==> src/design/bctc_pkg.sv <==
// Shared types, constants and codes of the block cache tag controller.
`default_nettype none

package bctc_pkg;

    // Geometry of the cache and of the backing device.
    localparam int ENTRIES           = 16;
    localparam int SECTORS_PER_BLOCK = 2;
    localparam int ENTRY_W           = $clog2(ENTRIES);

    // Fixed field widths.
    localparam int TAG_W      = 32;
    localparam int SECTOR_W   = 33;
    localparam int OUT_IDX_W  = 4;
    localparam int STATUS_W   = 2;
    localparam int CFG_IDX_W  = 1;
    localparam int CFG_DATA_W = SECTOR_W;

    // Width that holds (block + 1) * SECTORS_PER_BLOCK without overflow.
    localparam int PROD_W = TAG_W + 1 + $clog2(SECTORS_PER_BLOCK + 1);

    // Result status codes.
    localparam logic [STATUS_W-1:0] ST_OK      = 2'd0;
    localparam logic [STATUS_W-1:0] ST_REJECT  = 2'd1;
    localparam logic [STATUS_W-1:0] ST_DEV_ERR = 2'd2;

    // Request operations.
    localparam logic FUNC_READ  = 1'b0;
    localparam logic FUNC_WRITE = 1'b1;

    // Configuration register indexes.
    localparam logic [CFG_IDX_W-1:0] CFG_DEV_SECTORS     = 1'd0;
    localparam logic [CFG_IDX_W-1:0] CFG_DEVICE_ATTACHED = 1'd1;

    typedef logic [TAG_W-1:0]                 tag_t;
    typedef logic [ENTRY_W-1:0]               entry_idx_t;
    typedef logic [ENTRIES-1:0]               valid_vec_t;
    typedef logic [ENTRIES-1:0][TAG_W-1:0]    tag_vec_t;

    // Outcome of the parallel tag search.
    typedef struct packed {
        logic       hit;
        entry_idx_t hit_idx;
        logic       free;
        entry_idx_t free_idx;
    } lookup_t;

    // State update requested for one request.
    typedef struct packed {
        logic       en;
        entry_idx_t idx;
        logic       set_valid;
        logic       adv_ptr;
    } update_t;

endpackage

`default_nettype wire

==> src/design/bctc_lookup.sv <==
// Parallel tag compare and lowest-free-entry search over all cache entries.
`default_nettype none

module bctc_lookup (
    input  wire bctc_pkg::valid_vec_t valid,
    input  wire bctc_pkg::tag_vec_t   tags,
    input  wire bctc_pkg::tag_t       blk,
    output bctc_pkg::lookup_t         result
);

    // Scan from the top so that the lowest matching or free entry wins.
    always_comb
    begin
        result = '0;
        for (int i = bctc_pkg::ENTRIES - 1; i >= 0; i--)
        begin
            if (valid[i] && (tags[i] == blk))
            begin
                result.hit     = 1'b1;
                result.hit_idx = bctc_pkg::ENTRY_W'(i);
            end
            if (!valid[i])
            begin
                result.free     = 1'b1;
                result.free_idx = bctc_pkg::ENTRY_W'(i);
            end
        end
    end

endmodule

`default_nettype wire

==> src/design/bctc_tag_store.sv <==
// Valid bits, tags and round-robin victim pointer of the cache.
`default_nettype none

module bctc_tag_store (
    input  wire                       clk,
    input  wire                       rst_n,
    input  wire                       clear,
    input  wire bctc_pkg::update_t    upd,
    input  wire bctc_pkg::tag_t       blk,
    output bctc_pkg::valid_vec_t      valid,
    output bctc_pkg::tag_vec_t        tags,
    output bctc_pkg::entry_idx_t      ptr
);

    bctc_pkg::valid_vec_t valid_reg;
    bctc_pkg::valid_vec_t valid_next;
    bctc_pkg::entry_idx_t ptr_reg;
    bctc_pkg::entry_idx_t ptr_next;
    bctc_pkg::tag_vec_t   tags_reg;

    // Next valid bits and pointer; an attach clears both.
    always_comb
    begin
        valid_next = valid_reg;
        ptr_next   = ptr_reg;
        if (clear)
        begin
            valid_next = '0;
            ptr_next   = '0;
        end
        else if (upd.en)
        begin
            valid_next[upd.idx] = upd.set_valid;
            if (upd.adv_ptr)
            begin
                if (ptr_reg == bctc_pkg::ENTRY_W'(bctc_pkg::ENTRIES - 1))
                begin
                    ptr_next = '0;
                end
                else
                begin
                    ptr_next = ptr_reg + 1'b1;
                end
            end
        end
    end

    // Control state.
    always_ff @(posedge clk or negedge rst_n)
    begin
        if (!rst_n)
        begin
            valid_reg <= '0;
            ptr_reg   <= '0;
        end
        else
        begin
            valid_reg <= valid_next;
            ptr_reg   <= ptr_next;
        end
    end

    // Tags are only meaningful while their valid bit is set.
    always_ff @(posedge clk)
    begin
        if (!clear && upd.en && upd.set_valid)
        begin
            tags_reg[upd.idx] <= blk;
        end
    end

    assign valid = valid_reg;
    assign tags  = tags_reg;
    assign ptr   = ptr_reg;

`ifndef SYNTHESIS
    // An attach leaves no entry valid and the pointer at zero.
    assert property (@(posedge clk) disable iff (!rst_n)
        clear |=> (valid_reg == '0) && (ptr_reg == '0))
        else $error("tag store not cleared after attach");

    // The round-robin pointer is used only when every entry is valid.
    assert property (@(posedge clk) disable iff (!rst_n)
        (!clear && upd.en && upd.adv_ptr) |-> (&valid_reg))
        else $error("victim pointer advanced with a free entry present");

    // The pointer always names an existing entry.
    assert property (@(posedge clk) disable iff (!rst_n)
        ptr_reg <= bctc_pkg::ENTRY_W'(bctc_pkg::ENTRIES - 1))
        else $error("victim pointer out of range");
`endif

endmodule

`default_nettype wire

==> src/design/block_cache_tag_controller_top.sv <==
// Top level of the block cache tag controller: channels, decision logic, stage registers.
//
// Usage: requests enter on the input channel (func, block_number, device_ok) and
// each produces exactly one result beat (status, hit, entry_index, start_sector)
// on the output channel. A beat moves when valid is high and stall is low.
// The configuration channel writes the device size in sectors (index 0) and the
// attach flag (index 1); it is always ready and must only be used while the block
// is idle. Writing 1 to the attach flag empties the cache and resets the victim pointer.
// A request beat is accepted into the input register; the tag search, victim choice
// and state update run in one pass from the input register into the result register.
// Throughput: one request per cycle unless the receiver stalls, set by the combinational
// search over all tag registers and the update of the tag store in the same cycle.
// When the receiver stalls, the result register holds its beat; the input
// register still takes one more request, then in_stall rises until the
// result moves on.
// Reset empties the cache, clears the victim pointer and both configuration
// registers, and drops both valid signals.
`default_nettype none

module block_cache_tag_controller_top (
    input  wire                                 clk,
    input  wire                                 rst_n,
    // Request channel
    input  wire                                 in_valid,
    output logic                                in_stall,
    input  wire                                 func,
    input  wire  [bctc_pkg::TAG_W-1:0]          block_number,
    input  wire                                 device_ok,
    // Result channel
    output logic                                out_valid,
    input  wire                                 out_stall,
    output logic [bctc_pkg::STATUS_W-1:0]       status,
    output logic                                hit,
    output logic [bctc_pkg::OUT_IDX_W-1:0]      entry_index,
    output logic [bctc_pkg::SECTOR_W-1:0]       start_sector,
    // Configuration channel
    input  wire                                 cfg_valid,
    output logic                                cfg_ready,
    input  wire  [bctc_pkg::CFG_IDX_W-1:0]      cfg_index,
    input  wire  [bctc_pkg::CFG_DATA_W-1:0]     cfg_data
);

    // Configuration registers.
    logic [bctc_pkg::SECTOR_W-1:0] dev_sectors_reg;
    logic                          attached_reg;
    logic                          cfg_we;
    logic                          attach_clear;

    // Input register.
    logic                          s1_valid_reg;
    logic                          s1_func_reg;
    bctc_pkg::tag_t                s1_blk_reg;
    logic                          s1_ok_reg;

    // Result register.
    logic                          out_valid_reg;
    logic [bctc_pkg::STATUS_W-1:0] status_reg;
    logic [bctc_pkg::STATUS_W-1:0] status_next;
    logic                          hit_reg;
    logic                          hit_next;
    bctc_pkg::entry_idx_t          idx_reg;
    bctc_pkg::entry_idx_t          idx_next;
    logic [bctc_pkg::SECTOR_W-1:0] first_reg;
    logic [bctc_pkg::SECTOR_W-1:0] first_next;

    // Datapath.
    logic                          advance;
    logic                          s1_load;
    logic [bctc_pkg::PROD_W-1:0]   first_prod;
    logic [bctc_pkg::PROD_W-1:0]   limit_prod;
    logic                          range_ok;
    bctc_pkg::valid_vec_t          valid_vec;
    bctc_pkg::tag_vec_t            tag_vec;
    bctc_pkg::entry_idx_t          ptr;
    bctc_pkg::lookup_t             look;
    bctc_pkg::update_t             upd;
    bctc_pkg::entry_idx_t          victim;

    // Handshake: the result register moves when empty or taken.
    assign advance   = !out_valid_reg || !out_stall;
    assign in_stall  = s1_valid_reg && !advance;
    assign s1_load   = !in_stall;
    assign cfg_ready = 1'b1;
    assign cfg_we    = cfg_valid && cfg_ready;
    assign attach_clear = cfg_we && (cfg_index == bctc_pkg::CFG_DEVICE_ATTACHED)
                          && cfg_data[0];

    // Configuration writes.
    always_ff @(posedge clk or negedge rst_n)
    begin
        if (!rst_n)
        begin
            dev_sectors_reg <= '0;
            attached_reg    <= 1'b0;
        end
        else if (cfg_we)
        begin
            unique case (cfg_index)
                bctc_pkg::CFG_DEV_SECTORS:     dev_sectors_reg <= cfg_data;
                bctc_pkg::CFG_DEVICE_ATTACHED: attached_reg    <= cfg_data[0];
                default:                       ;
            endcase
        end
    end

    // Input register control.
    always_ff @(posedge clk or negedge rst_n)
    begin
        if (!rst_n)
        begin
            s1_valid_reg <= 1'b0;
        end
        else if (s1_load)
        begin
            s1_valid_reg <= in_valid;
        end
    end

    // Input register payload.
    always_ff @(posedge clk)
    begin
        if (s1_load && in_valid)
        begin
            s1_func_reg <= func;
            s1_blk_reg  <= block_number;
            s1_ok_reg   <= device_ok;
        end
    end

    // First sector and range check: block < sectors / spb  <=>  (block + 1) * spb <= sectors.
    assign first_prod = bctc_pkg::PROD_W'(s1_blk_reg)
                        * bctc_pkg::PROD_W'(bctc_pkg::SECTORS_PER_BLOCK);
    assign limit_prod = first_prod + bctc_pkg::PROD_W'(bctc_pkg::SECTORS_PER_BLOCK);
    assign range_ok   = attached_reg && (limit_prod <= bctc_pkg::PROD_W'(dev_sectors_reg));

    bctc_lookup u_lookup (
        .valid  (valid_vec),
        .tags   (tag_vec),
        .blk    (s1_blk_reg),
        .result (look)
    );

    bctc_tag_store u_tag_store (
        .clk    (clk),
        .rst_n  (rst_n),
        .clear  (attach_clear),
        .upd    (upd),
        .blk    (s1_blk_reg),
        .valid  (valid_vec),
        .tags   (tag_vec),
        .ptr    (ptr)
    );

    // Victim: lowest free entry, else the round-robin entry.
    assign victim = look.free ? look.free_idx : ptr;

    // Request decision and state update.
    always_comb
    begin
        status_next = bctc_pkg::ST_OK;
        hit_next    = 1'b0;
        idx_next    = '0;
        first_next  = first_prod[bctc_pkg::SECTOR_W-1:0];
        upd         = '0;
        if (!range_ok)
        begin
            status_next = bctc_pkg::ST_REJECT;
            first_next  = '0;
        end
        else if (s1_func_reg == bctc_pkg::FUNC_READ)
        begin
            if (look.hit)
            begin
                hit_next = 1'b1;
                idx_next = look.hit_idx;
            end
            else
            begin
                idx_next      = victim;
                upd.idx       = victim;
                upd.adv_ptr   = !look.free;
                upd.set_valid = s1_ok_reg;
                upd.en        = 1'b1;
                if (!s1_ok_reg)
                begin
                    status_next = bctc_pkg::ST_DEV_ERR;
                end
            end
        end
        else if (!s1_ok_reg)
        begin
            // Failed write: no lookup reported, cache untouched.
            status_next = bctc_pkg::ST_DEV_ERR;
        end
        else
        begin
            upd.en        = 1'b1;
            upd.set_valid = 1'b1;
            if (look.hit)
            begin
                hit_next = 1'b1;
                idx_next = look.hit_idx;
                upd.idx  = look.hit_idx;
            end
            else
            begin
                idx_next    = victim;
                upd.idx     = victim;
                upd.adv_ptr = !look.free;
            end
        end
        // Only a request leaving the input register touches the state.
        if (!(s1_valid_reg && advance))
        begin
            upd = '0;
        end
    end

    // Result register control.
    always_ff @(posedge clk or negedge rst_n)
    begin
        if (!rst_n)
        begin
            out_valid_reg <= 1'b0;
        end
        else if (advance)
        begin
            out_valid_reg <= s1_valid_reg;
        end
    end

    // Result register payload.
    always_ff @(posedge clk)
    begin
        if (advance && s1_valid_reg)
        begin
            status_reg <= status_next;
            hit_reg    <= hit_next;
            idx_reg    <= idx_next;
            first_reg  <= first_next;
        end
    end

    assign out_valid    = out_valid_reg;
    assign status       = status_reg;
    assign hit          = hit_reg;
    assign entry_index  = bctc_pkg::OUT_IDX_W'(idx_reg);
    assign start_sector = first_reg;

`ifndef SYNTHESIS
    // A rejected request reports nothing beyond its status.
    assert property (@(posedge clk) disable iff (!rst_n)
        (out_valid_reg && (status_reg == bctc_pkg::ST_REJECT))
        |-> (!hit_reg && (idx_reg == '0) && (first_reg == '0)))
        else $error("rejected result carries lookup fields");

    // A hit is only ever reported with success.
    assert property (@(posedge clk) disable iff (!rst_n)
        (out_valid_reg && hit_reg) |-> (status_reg == bctc_pkg::ST_OK))
        else $error("hit reported with an error status");

    // A stalled result beat keeps its contents.
    assert property (@(posedge clk) disable iff (!rst_n)
        (out_valid_reg && out_stall) |=> (out_valid_reg && $stable(status_reg)
                                          && $stable(idx_reg) && $stable(first_reg)))
        else $error("stalled result changed");
`endif

endmodule

`default_nettype wire

==> config.mk <==
export PLATFORM = sky130hd
export DESIGN_NAME = block_cache_tag_controller_top
export DESIGN_NICKNAME = d
export VERILOG_FILES = /design/src/design/bctc_pkg.sv /design/src/design/bctc_lookup.sv /design/src/design/bctc_tag_store.sv /design/src/design/block_cache_tag_controller_top.sv
export SDC_FILE = /design/constraint.sdc
export NUM_CORES = 1
export LEC_CHECK = 0
export BUFFER_PORTS_ARGS = -buffer_cell sky130_fd_sc_hd__buf_2
export CAP_MARGIN = 30
export CORE_MARGIN = 3
export CORE_UTILIZATION = 30
export DETAILED_ROUTE_END_ITERATION = 6
export PLACE_DENSITY_LB_ADDON = 0.25
export SLEW_MARGIN = 40
export SYNTH_ARGS = -nofsm -noshare
export SYNTH_HDL_FRONTEND = slang
export SYNTH_HIERARCHICAL = 1
export SYNTH_SLANG_ARGS = --single-unit
==> constraint.sdc <==
create_clock -name clk -period 10 [get_ports clk]
set_clock_uncertainty 0.15 [all_clocks]
set_input_delay 1 -clock clk [delete_from_list [all_inputs] [get_ports clk]]
set_output_delay 1 -clock clk [all_outputs]
set_load 0.05 [all_outputs]
==> impl_metrics.tcl, run 1 <==
set metrics [dict create \
    largest_reg_flops 512 \
    finalSetupViolCount 0 \
    num_vias 16200 \
    syn-cell-area_um2 28400 \
    synth_cell_types 59 \
    place_hpwl_mm 48.0 \
    final_cell_count_no_fill 3447 \
    powerDensity_nw_per_um2 184 \
    pin_count 116 \
    rsz0062_at_grt "false" \
    synth.top_cell.area_share_pct 61.8 \
    dr.first_iter.drc_count 1036 \
    finalCritPeriodShare_pct 62.7 \
    cts-resized-gates 0 \
    dpl_worst_slack_ns 3.77 \
    grt_pass1_vias 16900 \
    globalplace.congestion 0.857 \
    avgRoutedWirePerCell_um 22.5 \
    async_reset_ff_share_pct 8.74 \
    ant_nets 0 \
    critPathCaptureType "flip-flop" \
    yosysTopAreaCell "edfxtp_1" \
    start_kind "flip-flop" \
    antenna_found_initial 5 \
    post-cts-setup-buffers 0 \
    final_util_pct 35.0 \
    cts_hold_buf 0 \
    synth.avg_cell_area_um2 14.4 \
    numCtsBuffers 69 \
    htree_levels 3 \
    grtUsageTotal_pct 15.7 \
    r2r_slack_ns 3.73 \
    synth_cells 1971 \
    grt_pass1_wl_mm 113 \
    yosysSeqAreaShare_pct 66.7 \
    fin_nets 2248 \
    worstSetupPathType "reg2reg" \
    drive_above_1_share_pct 14.8 \
    fillers 9147 \
    r2r_start "s1_blk_reg[0]" \
    r2r_cells 18 \
    die_h_um 314 \
    yosys-top-cells-count "edfxtp_1 (585), xnor2_1 (448), nand4_1 (120)" \
    place_inst 3324 \
    cts.clk_slew.worst_paths_ns 0.06 \
    area_growth_pct 15.1 \
    cts_buffer_depth 3 \
    maxCapViolCount 0 \
    tns_ns 0 \
    status "finished, final reports clean" \
    ir_drop_uv 146 \
    seqCellArea_um2 19000 \
    cts.sinks 641 \
    hp-class "in2async" \
    dieWidth_um 314 \
    fmax_mhz 159 \
    yosys-top-cells-area "edfxtp_1 (62%), xnor2_1 (14%), dfrtp_1 (4.9%)" \
    drv_slew 0 \
    wirelength_mm 77.5 \
    max_slew_margin_pct 50.1 \
    cts-root-buf "clkbuf_16" \
    num_rows 112 \
    cts_tree "yes" \
    grt_max_degree 57 \
    crit_fanout 36 \
    post-synth-top-count-cell "edfxtp_1" \
    clk_latency_ns 0.62 \
    crit_arrival_ns 6.38 \
    multi_input_area_um2 8710 \
    synth_warnings 6 \
    dr.pass1.iters 5 \
    power_leakage_nw 10.8 \
    syn_nets 2078 \
    core_area_um2 93600 \
    start_util_pct 30.4 \
    tightestPinTransition_ns 0.747 \
    hold_violations 0 \
    vias_per_cell 4.71 \
    io_buffer_count 113 \
    die-area_um2 98600 \
    critPathRequiredTime_ns 10.11 \
    setup_slack_ns 3.73 \
    rr_endpoint "u_tag_store/tags[109]" \
    grt_overflow_total 0 \
    synth_enable_flop_cells 585 \
    drcViolationCount 0 \
    period_needed_ns 6.27 \
    synthFlopType "edfxtp_1" \
    ys_ff_latch 641 \
    power_w 0.00602 \
]
## worst max-delay path: stages (launching register included)
cell	delay [ns]
edfxtp_1	0.32
buf_4	0.49
ha_1	0.31
nand3_1	0.17
nor4_4	0.30
and2_1	0.37
nand3_1	0.14
xnor2_1	0.18
ha_1	0.32
and4_1	0.16
a221oi_1	0.36
and4b_1	0.31
a21boi_4	0.20
buf_4	0.30
nor2_1	0.56
and3b_4	0.37
nand3_2	0.23
nor2_2	0.22
buf_4	0.41
## logic make-up (layout without fill, tap and decap cells)
group / after synthesis / after routing / synth area share, %
compound gates: 126 / 126 / 2.59
xor+xnor: 543 / 543 / 16.8
fa+ha+maj: 34 / 34 / 1.50
buf+inv: 139 / 359 / 2.90
flops: 641 / 641 / 66.7
mux: 1 / 1 / 0.0396
other cells: 2 / 4 / 0.0264
simple gates: 485 / 485 / 9.50
## per-layer routing
layer / vias to the layer above / part of all wire, % / GRT usage, %
li1: 7445 / - / -
met1: 8234 / 43 / 19.8
met2: 410 / 49 / 26.4
met3: 144 / 4.3 / 2.45
met4: 0 / 4.3 / 7.20
met5: - / 0 / 0
## worst max-delay path by stage
stage / endpoint / from / slack (ns)
floorplan: u_tag_store/tags[224] / s1_blk_reg[5] / 4.31
global placement: u_tag_store/tags[110] / s1_blk_reg[0] / 3.78
detailed placement: u_tag_store/tags[110] / s1_blk_reg[0] / 3.77
CTS: u_tag_store/tags[109] / s1_blk_reg[0] / 3.73
global route: u_tag_store/tags[98] / s1_blk_reg[0] / 3.27
finish: u_tag_store/tags[109] / s1_blk_reg[0] / 3.73
## through the flow
step                cell area (µm²)  hold WS [ns]
finish                        32700         0.324
global route                  32700         0.368
CTS                           32700         0.364
detailed placement            30600         0.361
global placement              30600         0.341
floorplan                     28400         0.313
## layout make-up
| cell class | count | share of cell area, % |
|---|---|---|
| repair buffers | 190 | 3.59 |
| diodes | 2 | 0.0153 |
| clock inverters | 25 | 0.779 |
| flip-flops and latches | 641 | 57.9 |
| well taps | 1254 | 4.79 |
| inverters | 48 | 0.550 |
| multi-input cells | 1191 | 26.6 |
| clock buffers | 96 | 5.77 |
## cell usage in the layout (no fill, tap or decap), types with 34 or more instances in the layout
cell type,netlist,routed
ha_1,34,34
nor2_1,70,54
dfrtp_1,56,56
nand4_1,120,120
nand3_1,51,51
nand2_1,102,102
buf_4,14,74
o21ai_0,47,47
buf_2,37,113
inv_1,48,48
clkbuf_16,0,70
xnor2_1,448,448
edfxtp_1,585,585
xor2_1,93,93
nor4_1,43,43
## power by group
part	switching [W]	internal (W)
clock network	0.00104	0.00141
registers	0.0000221	0.00299
logic	0.000393	0.000168
total	0.00146	0.00456
Note: power is estimated with default switching activity, not from simulation.
==> run 2: changes to the inputs <==
clock period = 6.3 ns   (was 10 ns; I/O delays follow)
==> impl_metrics.tcl, run 2 (synthesis results as in run 1) <==
set metrics [dict create \
    avgRoutedWirePerCell_um 22.3 \
    largest_reg_flops 512 \
    drive_above_1_share_pct 15.3 \
    critPathCaptureType "flip-flop" \
    place_hpwl_mm 46.6 \
    tightestPinTransition_ns 0.895 \
    start_util_pct 30.4 \
    crit_arrival_ns 5.68 \
    final_cell_mix "edfxtp_1 (585), xnor2_1 (448), nand4_1 (120)" \
    ir_drop_uv 225 \
    post-cts-setup-buffers 0 \
    cts-root-buf "clkbuf_16" \
    grt_pass1_wl_mm 114 \
    final_util_pct 35.5 \
    period_needed_ns 5.59 \
    pin_count 116 \
    critPathRequiredTime_ns 6.39 \
    cts.sinks 641 \
    antenna_found_initial 3 \
    die-area_um2 98600 \
    grt_overflow_total 0 \
    grt_pass1_vias 17000 \
    grt_max_degree 57 \
    status "finished, final reports clean" \
    num_rows 112 \
    power_leakage_nw 11.0 \
    hold_violations 0 \
    core_area_um2 93600 \
    clk_latency_ns 0.60 \
    crit_fanout 32 \
    vias_per_cell 4.71 \
    fin_nets 2245 \
    maxCapViolCount 0 \
    fin_area_um2 33200 \
    start_kind "flip-flop" \
    tns_ns 0 \
    drcViolationCount 0 \
    ant_nets 0 \
    r2r_slack_ns 0.71 \
    multi_input_area_um2 8710 \
    fmax_mhz 179 \
    drv_slew 0 \
    io_buffer_count 113 \
    max_slew_margin_pct 39.7 \
    rsz0062_at_grt "false" \
    cts_tree "yes" \
    fillers 9056 \
    finalSetupViolCount 0 \
    globalplace.congestion 0.816 \
    cts.clk_slew.worst_paths_ns 0.06 \
    grtUsageTotal_pct 15.6 \
    die_h_um 314 \
    dr.first_iter.drc_count 1095 \
    powerDensity_nw_per_um2 294 \
    finalCritPeriodShare_pct 88.8 \
    dpl_cell_area_um2 30900 \
    wirelength_mm 77.0 \
    seqCellArea_um2 19000 \
    dieWidth_um 314 \
    cts_buffer_depth 3 \
    dpl_worst_slack_ns 0.769 \
    setup_slack_ns 0.709 \
    worstSetupPathType "reg2reg" \
    numCtsBuffers 67 \
    layout_commonest_cell "edfxtp_1" \
    area_growth_pct 16.7 \
    htree_levels 3 \
    dr.pass1.iters 7 \
    num_vias 16200 \
    hp-class "in2reg" \
]
==> run 2: changes by cell type in the layout (fill, tap and decap cells not counted), sizes merged <==
| cell | delta |
|---|---|
| buf | -2 |
| bufinv | +3 |
| clkbuf | -3 |
| clkinv | -2 |
| clkinvlp | +3 |
| diode | -1 |
| dlygate4sd3 | +1 |
| inv | -2 |
==> run 2: path summary, 6_finish.rpt <==
path | from | end | depth (start not counted)
setup reg to reg | s1_blk_reg[1] | u_tag_store/tags[5] | 16
min in group asynchronous | rst_n | dev_sectors_reg[32] | 3
max in group asynchronous | rst_n | u_tag_store/valid[2] | 3
hold reg to reg | attached_reg | attached_reg | 1
hold / removal | block_number[31] | s1_blk_reg[31] | 1
setup / recovery | s1_blk_reg[1] | u_tag_store/tags[5] | 16
==> run 2: cell type report <==
cell class / instances / share of cell area (%)
sequential: 641 / 57.1
multi-input combinational: 1191 / 26.2
clock buffer: 93 / 5.91
tap: 1254 / 4.73
timing repair buffer: 189 / 4.54
clock inverter: 27 / 0.893
inverter: 48 / 0.543
antenna: 1 / 0.00754
==> run 2: worst max-delay path: stages (launching register included) <==
cell,delay (ns)
edfxtp_1,0.51
ha_1,0.27
nand3_1,0.20
nor4_4,0.34
and4_1,0.30
nand2_1,0.08
xnor2_1,0.15
ha_1,0.32
nand4_1,0.15
nor4_1,0.64
o31ai_1,0.14
and4b_1,0.27
a21boi_4,0.39
nor2_1,0.15
or2_0,0.53
nor2_2,0.21
buf_4,0.39
==> run 2: power breakdown <==
group          switching, W  internal [W]  leakage (nW)
registers         0.0000391       0.00474          6.03
clock network       0.00164       0.00243          1.10
logic              0.000614      0.000288          3.84
==> run 2: timing repair <==
| action | in CTS | in global routing |
|---|---|---|
| gates resized for setup | 0 | 0 |
| endpoints found under the hold margin | 0 | 11 |
| hold buffers | 0 | 1 |
==> run 2: metrics by stage <==
step	total power, W	hold WS (ns)	std cells
4_1_cts	0.00987	0.0102	3442
5_1_grt	0.0101	0.0295	3443
3_5_place_dp	0.00578	0.360	3322
2_1_floorplan	0.00545	0.184	1971
3_3_place_gp	0.00577	0.346	3320
6_report	0.00975	0.0558	3444
==> run 2: routing by layer <==
layer / global-route usage [%] / wire [µm] / vias up
li1: - / - / 7443
met1: 19.9 / 33300 / 8295
met2: 27.5 / 38900 / 378
met3: 1.83 / 2610 / 115
met4: 5.03 / 2060 / 0
met5: 0 / 0 / -
==> run 3: changes to the inputs <==
clock period = 6.25 ns   (was 6.3 ns; I/O delays follow)
==> impl_metrics.tcl, run 3 (synthesis results as in run 1) <==
set metrics [dict create \
    crit_arrival_ns 5.68 \
    grt_max_degree 57 \
    period_needed_ns 5.59 \
    dr.pass1.iters 5 \
    drv_slew 0 \
    dr.first_iter.drc_count 1102 \
    htree_levels 3 \
    num_vias 16300 \
    critPathCaptureType "flip-flop" \
    setup_slack_ns 0.657 \
    grtUsageTotal_pct 15.6 \
    hold_violations 0 \
    finalCritPeriodShare_pct 89.5 \
    core_area_um2 93600 \
    vias_per_cell 4.70 \
    globalplace.congestion 0.810 \
    die_h_um 314 \
    clk_latency_ns 0.60 \
    cts.sinks 641 \
    start_util_pct 30.4 \
    worst-path-buf-inv 3 \
    avgRoutedWirePerCell_um 22.1 \
    antenna_cells 0 \
    ant_nets 0 \
    pin_count 116 \
    fmax_mhz 179 \
    dpl_cell_area_um2 31000 \
    area_growth_pct 16.5 \
    num_rows 112 \
    rsz0062_at_grt "false" \
    grt_pass1_vias 16900 \
    critPathTopFamily "simple AND/OR/NAND/NOR gates" \
    fin_nets 2265 \
    grt_pass1_wl_mm 114 \
    cts.clk_slew.worst_paths_ns 0.06 \
    dieWidth_um 314 \
    crit_fanout 32 \
    cts_buffer_depth 3 \
    fillers 9117 \
    power_leakage_nw 11.0 \
    ir_drop_uv 209 \
    grt_overflow_total 0 \
    max_slew_margin_pct 48.6 \
    place_hpwl_mm 48.1 \
    hp-class "in2reg" \
    final_cell_mix "edfxtp_1 (585), xnor2_1 (448), nand4_1 (120)" \
    status "finished, final reports clean" \
    drcViolationCount 0 \
    dpl_worst_slack_ns 0.755 \
    slowest_delay_ns 0.67 \
    die-area_um2 98600 \
    drive_above_1_share_pct 15.8 \
    critPathRequiredTime_ns 6.34 \
    tightestPinTransition_ns 0.763 \
    largest_reg_flops 512 \
    worstSetupPathType "reg2reg" \
    start_kind "flip-flop" \
    layout_commonest_cell "edfxtp_1" \
    numCtsBuffers 68 \
    finalSetupViolCount 0 \
    io_buffer_count 113 \
    cts_tree "yes" \
    r2r_slack_ns 0.66 \
    wirelength_mm 76.7 \
    cts-root-buf "clkbuf_16" \
    cp_cell_sequence "buf_4 -> buf_4 -> xnor2_1 -> nand4_1 -> nor4_1 -> nand4_1 -> or4_1 -> nand4_1 -> nor2_1 -> nand2_1 -> a211oi_1 -> a21oi_1 -> nand3_1 -> nor2_1 -> nand2_1 -> nor2_2 -> buf_4" \
    slowest_stage "or4_1" \
    maxCapViolCount 0 \
    antenna_found_initial 2 \
    powerDensity_nw_per_um2 290 \
    tns_ns 0 \
    fin_area_um2 33100 \
]
## run 3: cell types whose count changed in the layout (fill, tap and decap cells not counted), sizes merged, moves of 3 or more
cell	previous run	this run
buf	188	207
clkinv	17	21
clkbuf	93	89
bufinv	6	3
inv	49	52
## run 3: area by class of cell
| type | count | area [µm²] | area share (%) |
|---|---|---|---|
| sequential | 641 | 19000 | 57.2 |
| multi-input combinational | 1191 | 8710 | 26.3 |
| clock buffer | 89 | 1840 | 5.56 |
| timing repair buffer | 208 | 1610 | 4.87 |
| tap | 1254 | 1570 | 4.73 |
| clock inverter | 32 | 269 | 0.812 |
| inverter | 48 | 180 | 0.544 |
## run 3: path summary, 6_finish.rpt
path,cells past startpoint,to,from
min reg2reg,1,dev_sectors_reg[0],dev_sectors_reg[0]
max reg2reg,17,u_tag_store/tags[389],s1_blk_reg[6]
min,1,s1_blk_reg[17],block_number[17]
min in group asynchronous,3,dev_sectors_reg[26],rst_n
max,17,u_tag_store/tags[389],s1_blk_reg[6]
max in group asynchronous,3,u_tag_store/valid[0],rst_n
## run 3: stage by stage
stage	std cells	power (W)	hold WS, ns	utilization [%]
after floorplan	1971	0.00549	0.179	-
after global placement	3339	0.00582	0.359	33.1
after detailed placement	3341	0.00583	0.359	33.1
after CTS	3462	0.00972	0.0125	35.4
after global routing	3463	0.00997	0.0236	35.4
final	3463	0.00960	0.0497	35.4
## run 3: layer usage
layer	global-route usage [%]	vias up	wire, µm
li1	-	7488	-
met1	19.9	8276	32800
met2	27.4	387	38800
met3	1.78	109	2720
met4	5.76	0	2390
met5	0	-	0
## run 3: report_power, final
| group | internal, W | total, W | switching, W | leakage (nW) |
|---|---|---|---|---|
| clock | 0.00221 | 0.00387 | 0.00166 | 1.02 |
| sequential | 0.00478 | 0.00482 | 0.0000433 | 6.03 |
| combinational | 0.000293 | 0.000909 | 0.000616 | 3.91 |
| total | 0.00728 | 0.00960 | 0.00232 | 11.0 |
## run 3: repair_timing
| action | CTS | global route |
|---|---|---|
| buffers inserted | 0 | 0 |
| hold endpoints to repair | 0 | 18 |
| gates resized for setup | 0 | 0 |
| hold buffers | 0 | 1 |
